File: src/hdl/wcd_pkg.sv
// shared types, constants and crc function for the wavelet container deframer
package wcd_pkg;

    localparam int TrailerBytes = 4;
    localparam int PrefixLen = 18;
    localparam int QueueDepth = 4;
    localparam int QueueAw = $clog2(QueueDepth);

    localparam logic [7:0] MagicP = 8'h50;
    localparam logic [7:0] MagicR = 8'h52;
    localparam logic [7:0] MagicS = 8'h53;
    localparam logic [7:0] MagicM = 8'h4D;
    localparam logic [7:0] VersionOne = 8'h01;

    localparam logic [31:0] CrcPoly = 32'hEDB88320;
    localparam logic [31:0] CrcInit = 32'hFFFFFFFF;

    typedef enum logic [2:0] {
        KIND_HEADER  = 3'd0,
        KIND_PLANE   = 3'd1,
        KIND_SUBBAND = 3'd2,
        KIND_PAYLOAD = 3'd3,
        KIND_END     = 3'd4
    } kind_t;

    typedef enum logic [2:0] {
        ST_OK        = 3'd0,
        ST_SHORT     = 3'd1,
        ST_MAGIC     = 3'd2,
        ST_VERSION   = 3'd3,
        ST_FLAG      = 3'd4,
        ST_TRUNCATED = 3'd5,
        ST_CRC       = 3'd6
    } status_t;

    typedef enum logic [3:0] {
        PH_PREFIX  = 4'd0,
        PH_WHDR    = 4'd1,
        PH_PLANES  = 4'd2,
        PH_NSUB    = 4'd3,
        PH_SUB     = 4'd4,
        PH_PAYLOAD = 4'd5,
        PH_DRAIN   = 4'd6
    } phase_t;

    typedef struct packed {
        logic [7:0] in_byte;
        logic       in_last;
    } in_item_t;

    typedef struct packed {
        logic [2:0]  record_kind;
        logic [7:0]  filter_or_orient;
        logic [7:0]  level_value;
        logic [7:0]  max_bit_planes;
        logic [7:0]  resid_mode;
        logic [7:0]  plane_count;
        logic [31:0] count_word;
        logic [15:0] span_x;
        logic [15:0] span_y;
        logic [7:0]  data_byte;
        logic [2:0]  status;
        logic        out_last;
    } out_item_t;

    // classified work handed from front to back
    typedef struct packed {
        logic      has_rec;
        out_item_t rec;
        logic      has_end;
        logic [2:0] end_status;
    } work_t;

    // queue fill status
    typedef struct packed {
        logic full;
        logic empty;
    } q_stat_t;

    // bytewise reflected crc-32 update
    function automatic logic [31:0] crc_update(input logic [31:0] crc, input logic [7:0] b);
        logic [31:0] c;
        c = crc ^ {24'd0, b};
        for (int k = 0; k < 8; k++) begin
            c = c[0] ? ((c >> 1) ^ CrcPoly) : (c >> 1);
        end
        return c;
    endfunction

endpackage

File: src/hdl/wcd_front.sv
// front part: parses the container and builds record work items
module wcd_front (
    input  logic              aclk,
    input  logic              aresetn,
    input  logic [7:0]        flag_mask,
    input  logic              in_valid,
    output logic              in_ready,
    input  wcd_pkg::in_item_t in_item,
    output logic              w_valid,
    output wcd_pkg::work_t    w_item,
    input  wcd_pkg::q_stat_t  q_stat
);

    wcd_pkg::phase_t phase_reg, phase_next;
    logic [4:0]  pos_reg, pos_next;
    logic [31:0] acc_reg, acc_next;
    logic [63:0] hdr_reg, hdr_next;
    logic [7:0]  planes_reg, planes_next;
    logic [15:0] subs_reg, subs_next;
    logic [47:0] sub_reg, sub_next;
    logic [7:0]  dly_reg [wcd_pkg::TrailerBytes];
    logic [7:0]  dly_next [wcd_pkg::TrailerBytes];
    logic [2:0]  fill_reg, fill_next;
    logic [31:0] crc_reg, crc_next;
    logic [2:0]  err_reg, err_next;

    logic [7:0] b;
    logic       fire;

    assign b        = in_item.in_byte;
    assign in_ready = !q_stat.full;
    assign fire     = in_valid && in_ready;
    assign w_valid  = fire;

    // parse step
    always_comb begin
        logic [31:0] stored;
        logic [7:0]  crc_in;
        phase_next = phase_reg;
        pos_next = pos_reg;
        acc_next = acc_reg;
        hdr_next = hdr_reg;
        planes_next = planes_reg;
        subs_next = subs_reg;
        sub_next = sub_reg;
        dly_next = dly_reg;
        fill_next = fill_reg;
        err_next = err_reg;
        crc_in = (phase_reg == wcd_pkg::PH_PAYLOAD) ? dly_reg[0] : b;
        crc_next = crc_reg;
        if (phase_reg != wcd_pkg::PH_DRAIN
            && !(phase_reg == wcd_pkg::PH_PAYLOAD && fill_reg < 3'(wcd_pkg::TrailerBytes))) begin
            crc_next = wcd_pkg::crc_update(crc_reg, crc_in);
        end
        w_item = '0;
        unique case (phase_reg)
            wcd_pkg::PH_PREFIX: begin
                if (err_reg == 3'd0) begin
                    priority if ((pos_reg == 5'd0 && b != wcd_pkg::MagicP)
                                 || (pos_reg == 5'd1 && b != wcd_pkg::MagicR)
                                 || (pos_reg == 5'd2 && b != wcd_pkg::MagicS)
                                 || (pos_reg == 5'd3 && b != wcd_pkg::MagicM)) begin
                        err_next = wcd_pkg::ST_MAGIC;
                    end else if (pos_reg == 5'd4 && b != wcd_pkg::VersionOne) begin
                        err_next = wcd_pkg::ST_VERSION;
                    end else if (pos_reg == 5'd16 && (b & flag_mask) == 8'd0) begin
                        err_next = wcd_pkg::ST_FLAG;
                    end else begin
                    end
                end
                pos_next = pos_reg + 5'd1;
                if (pos_reg == 5'(wcd_pkg::PrefixLen - 1)) begin
                    pos_next = '0;
                    phase_next = (err_next != 3'd0) ? wcd_pkg::PH_DRAIN : wcd_pkg::PH_WHDR;
                end
            end
            wcd_pkg::PH_WHDR: begin
                if (pos_reg < 5'd8) begin
                    hdr_next[pos_reg[2:0]*8 +: 8] = b;
                    pos_next = pos_reg + 5'd1;
                end else if (pos_reg < 5'd10) begin
                    acc_next[pos_reg[0]*8 +: 8] = b;
                    pos_next = pos_reg + 5'd1;
                end else begin
                    w_item.has_rec = 1'b1;
                    w_item.rec.record_kind = wcd_pkg::KIND_HEADER;
                    w_item.rec.filter_or_orient = hdr_reg[7:0];
                    w_item.rec.level_value = hdr_reg[15:8];
                    w_item.rec.max_bit_planes = hdr_reg[23:16];
                    w_item.rec.resid_mode = hdr_reg[31:24];
                    w_item.rec.plane_count = b;
                    w_item.rec.count_word = hdr_reg[63:32];
                    w_item.rec.span_x = acc_reg[15:0];
                    planes_next = b;
                    hdr_next = '0;
                    acc_next = '0;
                    pos_next = '0;
                    phase_next = (b != 8'd0) ? wcd_pkg::PH_PLANES : wcd_pkg::PH_NSUB;
                end
            end
            wcd_pkg::PH_PLANES: begin
                acc_next[pos_reg[1:0]*8 +: 8] = b;
                if (pos_reg >= 5'd3) begin
                    w_item.has_rec = 1'b1;
                    w_item.rec.record_kind = wcd_pkg::KIND_PLANE;
                    w_item.rec.count_word = acc_next;
                    acc_next = '0;
                    pos_next = '0;
                    planes_next = planes_reg - 8'd1;
                    if (planes_reg == 8'd1) phase_next = wcd_pkg::PH_NSUB;
                end else begin
                    pos_next = pos_reg + 5'd1;
                end
            end
            wcd_pkg::PH_NSUB: begin
                acc_next[pos_reg[0]*8 +: 8] = b;
                if (pos_reg >= 5'd1) begin
                    subs_next = acc_next[15:0];
                    pos_next = '0;
                    acc_next = '0;
                    phase_next = (acc_next[15:0] != 16'd0) ? wcd_pkg::PH_SUB
                                                           : wcd_pkg::PH_PAYLOAD;
                    if ({b, acc_reg[7:0]} != 16'd0) phase_next = wcd_pkg::PH_SUB;
                    else phase_next = wcd_pkg::PH_PAYLOAD;
                    subs_next = {b, acc_reg[7:0]};
                end else begin
                    pos_next = pos_reg + 5'd1;
                end
            end
            wcd_pkg::PH_SUB: begin
                if (pos_reg < 5'd6) begin
                    sub_next[pos_reg[2:0]*8 +: 8] = b;
                    pos_next = pos_reg + 5'd1;
                end else if (pos_reg == 5'd6) begin
                    hdr_next = {56'd0, b};
                    pos_next = pos_reg + 5'd1;
                end else begin
                    acc_next[2'(pos_reg - 5'd7)*8 +: 8] = b;
                    if (pos_reg >= 5'd10) begin
                        w_item.has_rec = 1'b1;
                        w_item.rec.record_kind = wcd_pkg::KIND_SUBBAND;
                        w_item.rec.filter_or_orient = sub_reg[7:0];
                        w_item.rec.level_value = sub_reg[15:8];
                        w_item.rec.max_bit_planes = hdr_reg[7:0];
                        w_item.rec.count_word = acc_next;
                        w_item.rec.span_x = sub_reg[31:16];
                        w_item.rec.span_y = sub_reg[47:32];
                        sub_next = '0;
                        hdr_next = '0;
                        acc_next = '0;
                        pos_next = '0;
                        subs_next = subs_reg - 16'd1;
                        if (subs_reg == 16'd1) phase_next = wcd_pkg::PH_PAYLOAD;
                    end else begin
                        pos_next = pos_reg + 5'd1;
                    end
                end
            end
            wcd_pkg::PH_PAYLOAD: begin
                if (fill_reg >= 3'(wcd_pkg::TrailerBytes)) begin
                    w_item.has_rec = 1'b1;
                    w_item.rec.record_kind = wcd_pkg::KIND_PAYLOAD;
                    w_item.rec.data_byte = dly_reg[0];
                    for (int k = 0; k < wcd_pkg::TrailerBytes - 1; k++) begin
                        dly_next[k] = dly_reg[k + 1];
                    end
                    dly_next[wcd_pkg::TrailerBytes - 1] = b;
                end else begin
                    dly_next[fill_reg[1:0]] = b;
                    fill_next = fill_reg + 3'd1;
                end
            end
            default: begin
            end
        endcase

        // end of frame status
        stored = '0;
        for (int k = 0; k < wcd_pkg::TrailerBytes; k++) begin
            stored[k*8 +: 8] = dly_next[k];
        end
        w_item.has_end = in_item.in_last;
        priority if (phase_next == wcd_pkg::PH_PREFIX) begin
            w_item.end_status = wcd_pkg::ST_SHORT;
        end else if (err_next != 3'd0) begin
            w_item.end_status = err_next;
        end else if (phase_next != wcd_pkg::PH_PAYLOAD
                     || fill_next < 3'(wcd_pkg::TrailerBytes)) begin
            w_item.end_status = wcd_pkg::ST_TRUNCATED;
        end else begin
            w_item.end_status = (stored == ~crc_next) ? wcd_pkg::ST_OK : wcd_pkg::ST_CRC;
        end
    end

    // state registers
    always_ff @(posedge aclk) begin
        if (!aresetn || (fire && in_item.in_last)) begin
            phase_reg <= wcd_pkg::PH_PREFIX;
            pos_reg <= '0;
            acc_reg <= '0;
            hdr_reg <= '0;
            planes_reg <= '0;
            subs_reg <= '0;
            sub_reg <= '0;
            for (int k = 0; k < wcd_pkg::TrailerBytes; k++) dly_reg[k] <= '0;
            fill_reg <= '0;
            crc_reg <= wcd_pkg::CrcInit;
            err_reg <= '0;
        end else if (fire) begin
            phase_reg <= phase_next;
            pos_reg <= pos_next;
            acc_reg <= acc_next;
            hdr_reg <= hdr_next;
            planes_reg <= planes_next;
            subs_reg <= subs_next;
            sub_reg <= sub_next;
            dly_reg <= dly_next;
            fill_reg <= fill_next;
            crc_reg <= crc_next;
            err_reg <= err_next;
        end
    end

    a_fill_bound: assert property (@(posedge aclk) disable iff (!aresetn)
        fill_reg <= 3'(wcd_pkg::TrailerBytes)) else $error("delay fill overrun");
    a_payload_full: assert property (@(posedge aclk) disable iff (!aresetn)
        (fire && w_item.has_rec && w_item.rec.record_kind == wcd_pkg::KIND_PAYLOAD)
        |-> fill_reg == 3'(wcd_pkg::TrailerBytes)) else $error("payload before fill");
    a_drain_quiet: assert property (@(posedge aclk) disable iff (!aresetn)
        (phase_reg == wcd_pkg::PH_DRAIN) |-> !w_item.has_rec) else $error("drain record");

endmodule

File: src/hdl/wcd_queue.sv
// short work queue between front and back
module wcd_queue (
    input  logic             aclk,
    input  logic             aresetn,
    input  logic             wr_en,
    input  wcd_pkg::work_t   wr_item,
    output wcd_pkg::q_stat_t q_stat,
    input  logic             rd_en,
    output wcd_pkg::work_t   rd_item
);

    wcd_pkg::work_t mem_reg [wcd_pkg::QueueDepth];
    logic [wcd_pkg::QueueAw-1:0] wp_reg, rp_reg;
    logic [wcd_pkg::QueueAw:0]   cnt_reg;

    assign q_stat.full  = cnt_reg == (wcd_pkg::QueueAw+1)'(wcd_pkg::QueueDepth);
    assign q_stat.empty = cnt_reg == '0;
    assign rd_item = mem_reg[rp_reg];

    // storage
    always_ff @(posedge aclk) begin
        if (wr_en) mem_reg[wp_reg] <= wr_item;
    end

    // pointers
    always_ff @(posedge aclk) begin
        if (!aresetn) begin
            wp_reg <= '0;
            rp_reg <= '0;
            cnt_reg <= '0;
        end else begin
            if (wr_en) wp_reg <= wp_reg + 1'b1;
            if (rd_en) rp_reg <= rp_reg + 1'b1;
            cnt_reg <= cnt_reg + (wcd_pkg::QueueAw+1)'(wr_en) - (wcd_pkg::QueueAw+1)'(rd_en);
        end
    end

    a_no_over: assert property (@(posedge aclk) disable iff (!aresetn)
        q_stat.full |-> !wr_en) else $error("queue overflow");
    a_no_under: assert property (@(posedge aclk) disable iff (!aresetn)
        q_stat.empty |-> !rd_en) else $error("queue underflow");
    a_cnt: assert property (@(posedge aclk) disable iff (!aresetn)
        (wr_en && !rd_en) |=> cnt_reg == $past(cnt_reg) + 1'b1) else $error("count slip");

endmodule

File: src/hdl/wcd_back.sv
// back part: emits up to two records per work item into an output register
module wcd_back (
    input  logic               aclk,
    input  logic               aresetn,
    input  wcd_pkg::q_stat_t   q_stat,
    input  wcd_pkg::work_t     q_item,
    output logic               q_pop,
    output logic               m_valid,
    input  logic               m_ready,
    output wcd_pkg::out_item_t m_item
);

    logic               vld_reg;
    wcd_pkg::out_item_t out_reg;
    logic               done_rec_reg;   // record half of head item already sent
    logic               load;
    logic               need_end;
    wcd_pkg::out_item_t end_rec;

    assign m_valid = vld_reg;
    assign m_item  = out_reg;
    assign load    = !vld_reg || m_ready;

    // end record of the head item
    always_comb begin
        end_rec = '0;
        end_rec.record_kind = wcd_pkg::KIND_END;
        end_rec.status = q_item.end_status;
        end_rec.out_last = 1'b1;
    end

    assign need_end = q_item.has_end;
    // pop once the last record of the head item is loaded
    assign q_pop = load && !q_stat.empty
                   && (!(q_item.has_rec && !done_rec_reg) || !need_end);

    always_ff @(posedge aclk) begin
        if (!aresetn) begin
            vld_reg <= 1'b0;
            done_rec_reg <= 1'b0;
        end else if (load) begin
            vld_reg <= 1'b0;
            if (!q_stat.empty) begin
                if (q_item.has_rec && !done_rec_reg) begin
                    vld_reg <= 1'b1;
                    out_reg <= q_item.rec;
                    done_rec_reg <= need_end;
                end else if (need_end) begin
                    vld_reg <= 1'b1;
                    out_reg <= end_rec;
                    done_rec_reg <= 1'b0;
                end
            end
        end
    end

    a_hold: assert property (@(posedge aclk) disable iff (!aresetn)
        (m_valid && !m_ready) |=> m_valid && $stable(m_item)) else $error("output moved");
    a_done_end: assert property (@(posedge aclk) disable iff (!aresetn)
        done_rec_reg |-> (!q_stat.empty && q_item.has_end)) else $error("split lost");
    a_last_kind: assert property (@(posedge aclk) disable iff (!aresetn)
        (m_valid && m_item.out_last) |-> m_item.record_kind == wcd_pkg::KIND_END)
        else $error("last on non end");

endmodule

File: src/hdl/wavelet_container_deframer_unit.sv
// top level of the wavelet container deframer
// Usage: container bytes enter on s_valid/s_ready with s_item (byte and
// last flag); records leave on m_valid/m_ready with m_item. flag_mask is
// written through cfg_valid/cfg_ready/cfg_data; the user must write it
// only while the block is idle, and the block does not enforce it. Each
// accepted byte is parsed by the front part, which updates the bytewise
// crc-32 and pushes one work transaction into a four-entry queue. The
// back part turns a work transaction into at most two records (a record
// and an end record on the last byte) through an output register. One
// byte is accepted per cycle while the queue is not full; a byte that
// yields a record and an end record has them loaded in turn. A record
// goes through the queue into the output register and shows on m_valid.
// The four trailing bytes are held in a delay line, so payload records lag
// their bytes by four bytes; the crc is checked at the last byte.
// Reset (aresetn low, synchronous) clears the parser, the queue and the
// output register, and sets flag_mask to 1. When the receiver stalls the
// output holds, the queue fills and s_ready drops once it is full.
module wavelet_container_deframer_unit (
    input  logic               aclk,
    input  logic               aresetn,
    input  logic               cfg_valid,
    output logic               cfg_ready,
    input  logic [7:0]         cfg_data,
    input  logic               s_valid,
    output logic               s_ready,
    input  wcd_pkg::in_item_t  s_item,
    output logic               m_valid,
    input  logic               m_ready,
    output wcd_pkg::out_item_t m_item
);

    logic [7:0]       flag_mask_reg;
    logic             w_valid;
    wcd_pkg::work_t   w_item;
    wcd_pkg::work_t   q_item;
    wcd_pkg::q_stat_t q_stat;
    logic             q_pop;

    assign cfg_ready = 1'b1;

    // configuration register
    always_ff @(posedge aclk) begin
        if (!aresetn) flag_mask_reg <= 8'd1;
        else if (cfg_valid) flag_mask_reg <= cfg_data;
    end

    wcd_front u_front (
        .aclk(aclk), .aresetn(aresetn), .flag_mask(flag_mask_reg),
        .in_valid(s_valid), .in_ready(s_ready), .in_item(s_item),
        .w_valid(w_valid), .w_item(w_item), .q_stat(q_stat)
    );

    wcd_queue u_queue (
        .aclk(aclk), .aresetn(aresetn), .wr_en(w_valid), .wr_item(w_item),
        .q_stat(q_stat), .rd_en(q_pop), .rd_item(q_item)
    );

    wcd_back u_back (
        .aclk(aclk), .aresetn(aresetn), .q_stat(q_stat), .q_item(q_item),
        .q_pop(q_pop), .m_valid(m_valid), .m_ready(m_ready), .m_item(m_item)
    );

endmodule
File: config.mk
export PLATFORM = sky130hd
export DESIGN_NAME = wavelet_container_deframer_unit
export DESIGN_NICKNAME = d
export VERILOG_FILES = /design/src/hdl/wcd_pkg.sv /design/src/hdl/wcd_front.sv /design/src/hdl/wcd_queue.sv /design/src/hdl/wcd_back.sv /design/src/hdl/wavelet_container_deframer_unit.sv
export SDC_FILE = /design/constraint.sdc
export NUM_CORES = 1
export LEC_CHECK = 0
export BUFFER_PORTS_ARGS = -buffer_cell sky130_fd_sc_hd__buf_2
export CAP_MARGIN = 15
export CORE_UTILIZATION = 40
export CTS_BUF_LIST = sky130_fd_sc_hd__clkbuf_16
export DETAILED_ROUTE_END_ITERATION = 16
export GPL_ROUTABILITY_DRIVEN = 0
export PLACE_DENSITY_LB_ADDON = 0.1
export SYNTH_ARGS = -nofsm -noshare
export SYNTH_HDL_FRONTEND = slang
export SYNTH_SLANG_ARGS = --single-unit
File: constraint.sdc
create_clock -name aclk -period 11.7 [get_ports aclk]
set_input_delay 0.585 -clock aclk [delete_from_list [all_inputs] [get_ports aclk]]
set_output_delay 0.585 -clock aclk [all_outputs]
set_load 0.005 [all_outputs]
==> out/metrics.yaml <==
status: "completed"
rsz0062_at_grt: "false"
tightest_slew_ns: 1.23
yosys_register_bits: 861
drc: 0
grt_pass1_wl_um: 162000
finClkSkew_ns: 0.0231
wire_per_inst_um: 24.2
postCtsSetupBuffers: 0
arrival_ns: 4.95
track_usage_pct: 21.7
ys_seq_area_share_pct: 60.3
drv_cap: 0
mostFrequentLayoutCells: "edfxtp_1, nor2_1, dfxtp_1"
dp.cells: 4242
layout.cell_area.non_filler_mm2: 0.0433
slew_headroom_pct: 17.1
postCtsHoldBufs: 0
antenna_found_initial: 0
routed_wirelength_um: 107000
setup_viol: 0
critPathMaxFanout: 60
n_fill_cell: 8524
syn_to_final_growth_pct: 12.6
cp.required_ns: 11.98
dpl_cell_area_mm2: 0.0403
synth_warnings: 0
netlist_instances: 3021
synth_fp_nets: 3064
die_area_mm2: 0.0974
grt_max_degree: 100
worst_setup_path_start_kind: "flip-flop"
layout.nets: 3116
largest_reg_flops: 476
cts_inserted_buffers: 93
finalCritPeriodShare_pct: 39.9
initial_core_util_pct: 40.4
syn-cell-area_mm2: 0.0385
slew_viol_final: 0
globalRouteMet2Util_pct: 34.9
ys.flop_type: "edfxtp_1"
grt-busiest-layer: "met2"
yosysUniqueCellTypes: 96
clkLatencyLatePin_ns: 0.66
fin_crit_ns: 4.67
tns_ns: 0
grt_pass1_vias: 25200
fp.dieH_um: 312
setup.worst_path.class: "flip-flop to flip-flop"
regArea_mm2: 0.0232
drtIter0Drc: 2543
async_flop_share_pct: 0
end_kind: "flip-flop"
die_w_um: 312
path_clk_slew_ns: 0.06
fmax_mhz: 214
dp.final_hpwl_um: 67600
final_common_cell: "edfxtp_1"
cts_tree: "yes"
fin_total_pwr_mw: 9.41
via_per_inst: 5.82
vias: 25700
met3_usage_pct: 3.48
portBuffers: 142
drt_pass1_iterations: 6
cts-root-buf: "clkbuf_16"
rows: 113
power_density_mw_per_mm2: 217
synth_edf_count: 595
ant_nets: 0
gr-total-overflow: 0
design.core.area_mm2: 0.0952
gr-usage-met1_pct: 30.4
leakage_nw: 14.9
fin_cells: 4414
io_pins: 144
multi_input_area_mm2: 0.0142
cts_sinks: 861
hold_class: "primary input to flip-flop"
cts_resized: 0
clockBufferDepth: 3
hold_viol: 0
drive_above_1_share_pct: 16.2
syn_avg_cell_area_um2: 12.7
ir_drop_v: 0.000111
antenna_cells: 0
htree_levels: 3
==> critical path: stages, from the launching register on <==
cell and delay, ns:
dfxtp_4 0.92, mux4_4 0.84, nand2_1 0.22, inv_1 0.15, o21ai_0 0.19, nor2_4 0.44, buf_4 0.61, buf_4 0.71
==> routing by layer <==
metal,vias up,share of wire [%]
met1,13000,45
li1,11600,-
met3,182,6.0
met5,-,0
met2,898,47
met4,0,2.5
==> Yosys cell counts (22+ instances only) <==
cell / instances / area share, %
mux4_2: 119 / 7.0
dfxtp_1: 266 / 14
clkbuf_1: 175 / 1.7
and3_1: 166 / 2.7
nor2_1: 291 / 2.8
o22ai_1: 31 / 0.50
o221ai_1: 25 / 0.57
a22o_1: 40 / 0.91
inv_1: 31 / 0.30
mux2i_1: 37 / 0.96
a21oi_1: 174 / 2.3
o211ai_1: 25 / 0.49
xnor3_1: 22 / 1.3
buf_1: 28 / 0.27
xnor2_1: 86 / 2.0
nand2_1: 169 / 1.6
a22oi_1: 130 / 2.5
a32oi_1: 34 / 0.77
o21ai_0: 92 / 1.2
nand3_1: 49 / 0.64
edfxtp_1: 595 / 46
nor3_1: 30 / 0.39
xor2_1: 44 / 1.0
nor2b_1: 63 / 1.0
==> cells by family (layout without fill, tap and decap cells) <==
logic type / after synthesis / after routing / share of synthesized area (%)
AND/OR/NAND/NOR: 876 / 876 / 11.3
multiplexers: 163 / 163 / 8.25
other: 1 / 1 / 0.00975
buffers and inverters: 276 / 404 / 3.06
XOR/XNOR: 164 / 164 / 4.92
flip-flops: 861 / 861 / 60.3
adder cells (fa/ha/maj): 21 / 21 / 0.703
AO/OA/AOI/OAI: 659 / 659 / 11.5
==> through the flow <==
step | hold WS, ns | utilization [%] | worst slack [ns]
finish | 0.163 | 45.5 | 7.03
global placement | 0.444 | 42.3 | 6.99
floorplan | 0.432 | - | 5.14
detailed placement | 0.451 | 42.3 | 6.91
global route | 0.150 | 45.5 | 6.65
CTS | 0.125 | 45.5 | 6.90
==> report_power, final <==
part,total (mW),switching (mW),internal [mW],leakage (nW)
clock network,2.93,1.20,1.73,1.59
logic,2.54,1.45,1.09,5.81
registers,3.94,0.210,3.73,7.54
==> cell type report <==
class | instances | share of cell area (%)
multi-input combinational | 1884 | 32.7
timing repair buffer | 198 | 2.69
clock inverter | 73 | 1.39
sequential | 861 | 53.6
clock buffer | 98 | 5.66
tap | 1265 | 3.65
inverter | 35 | 0.303
==> worst paths after layout <==
check	cells past startpoint	slack [ns]	from	end
worst max-delay path	7	7.03	flip-flop	u_back.m_item[56]
worst min-delay path	3	0.16	cfg_data[0]	flag_mask_reg[0]
worst max register to register	7	7.03	flip-flop	u_back.m_item[56]
worst min register to register	2	0.47	u_back.done_rec_reg	u_back.done_rec_reg
(Power assumes the default switching activity.)
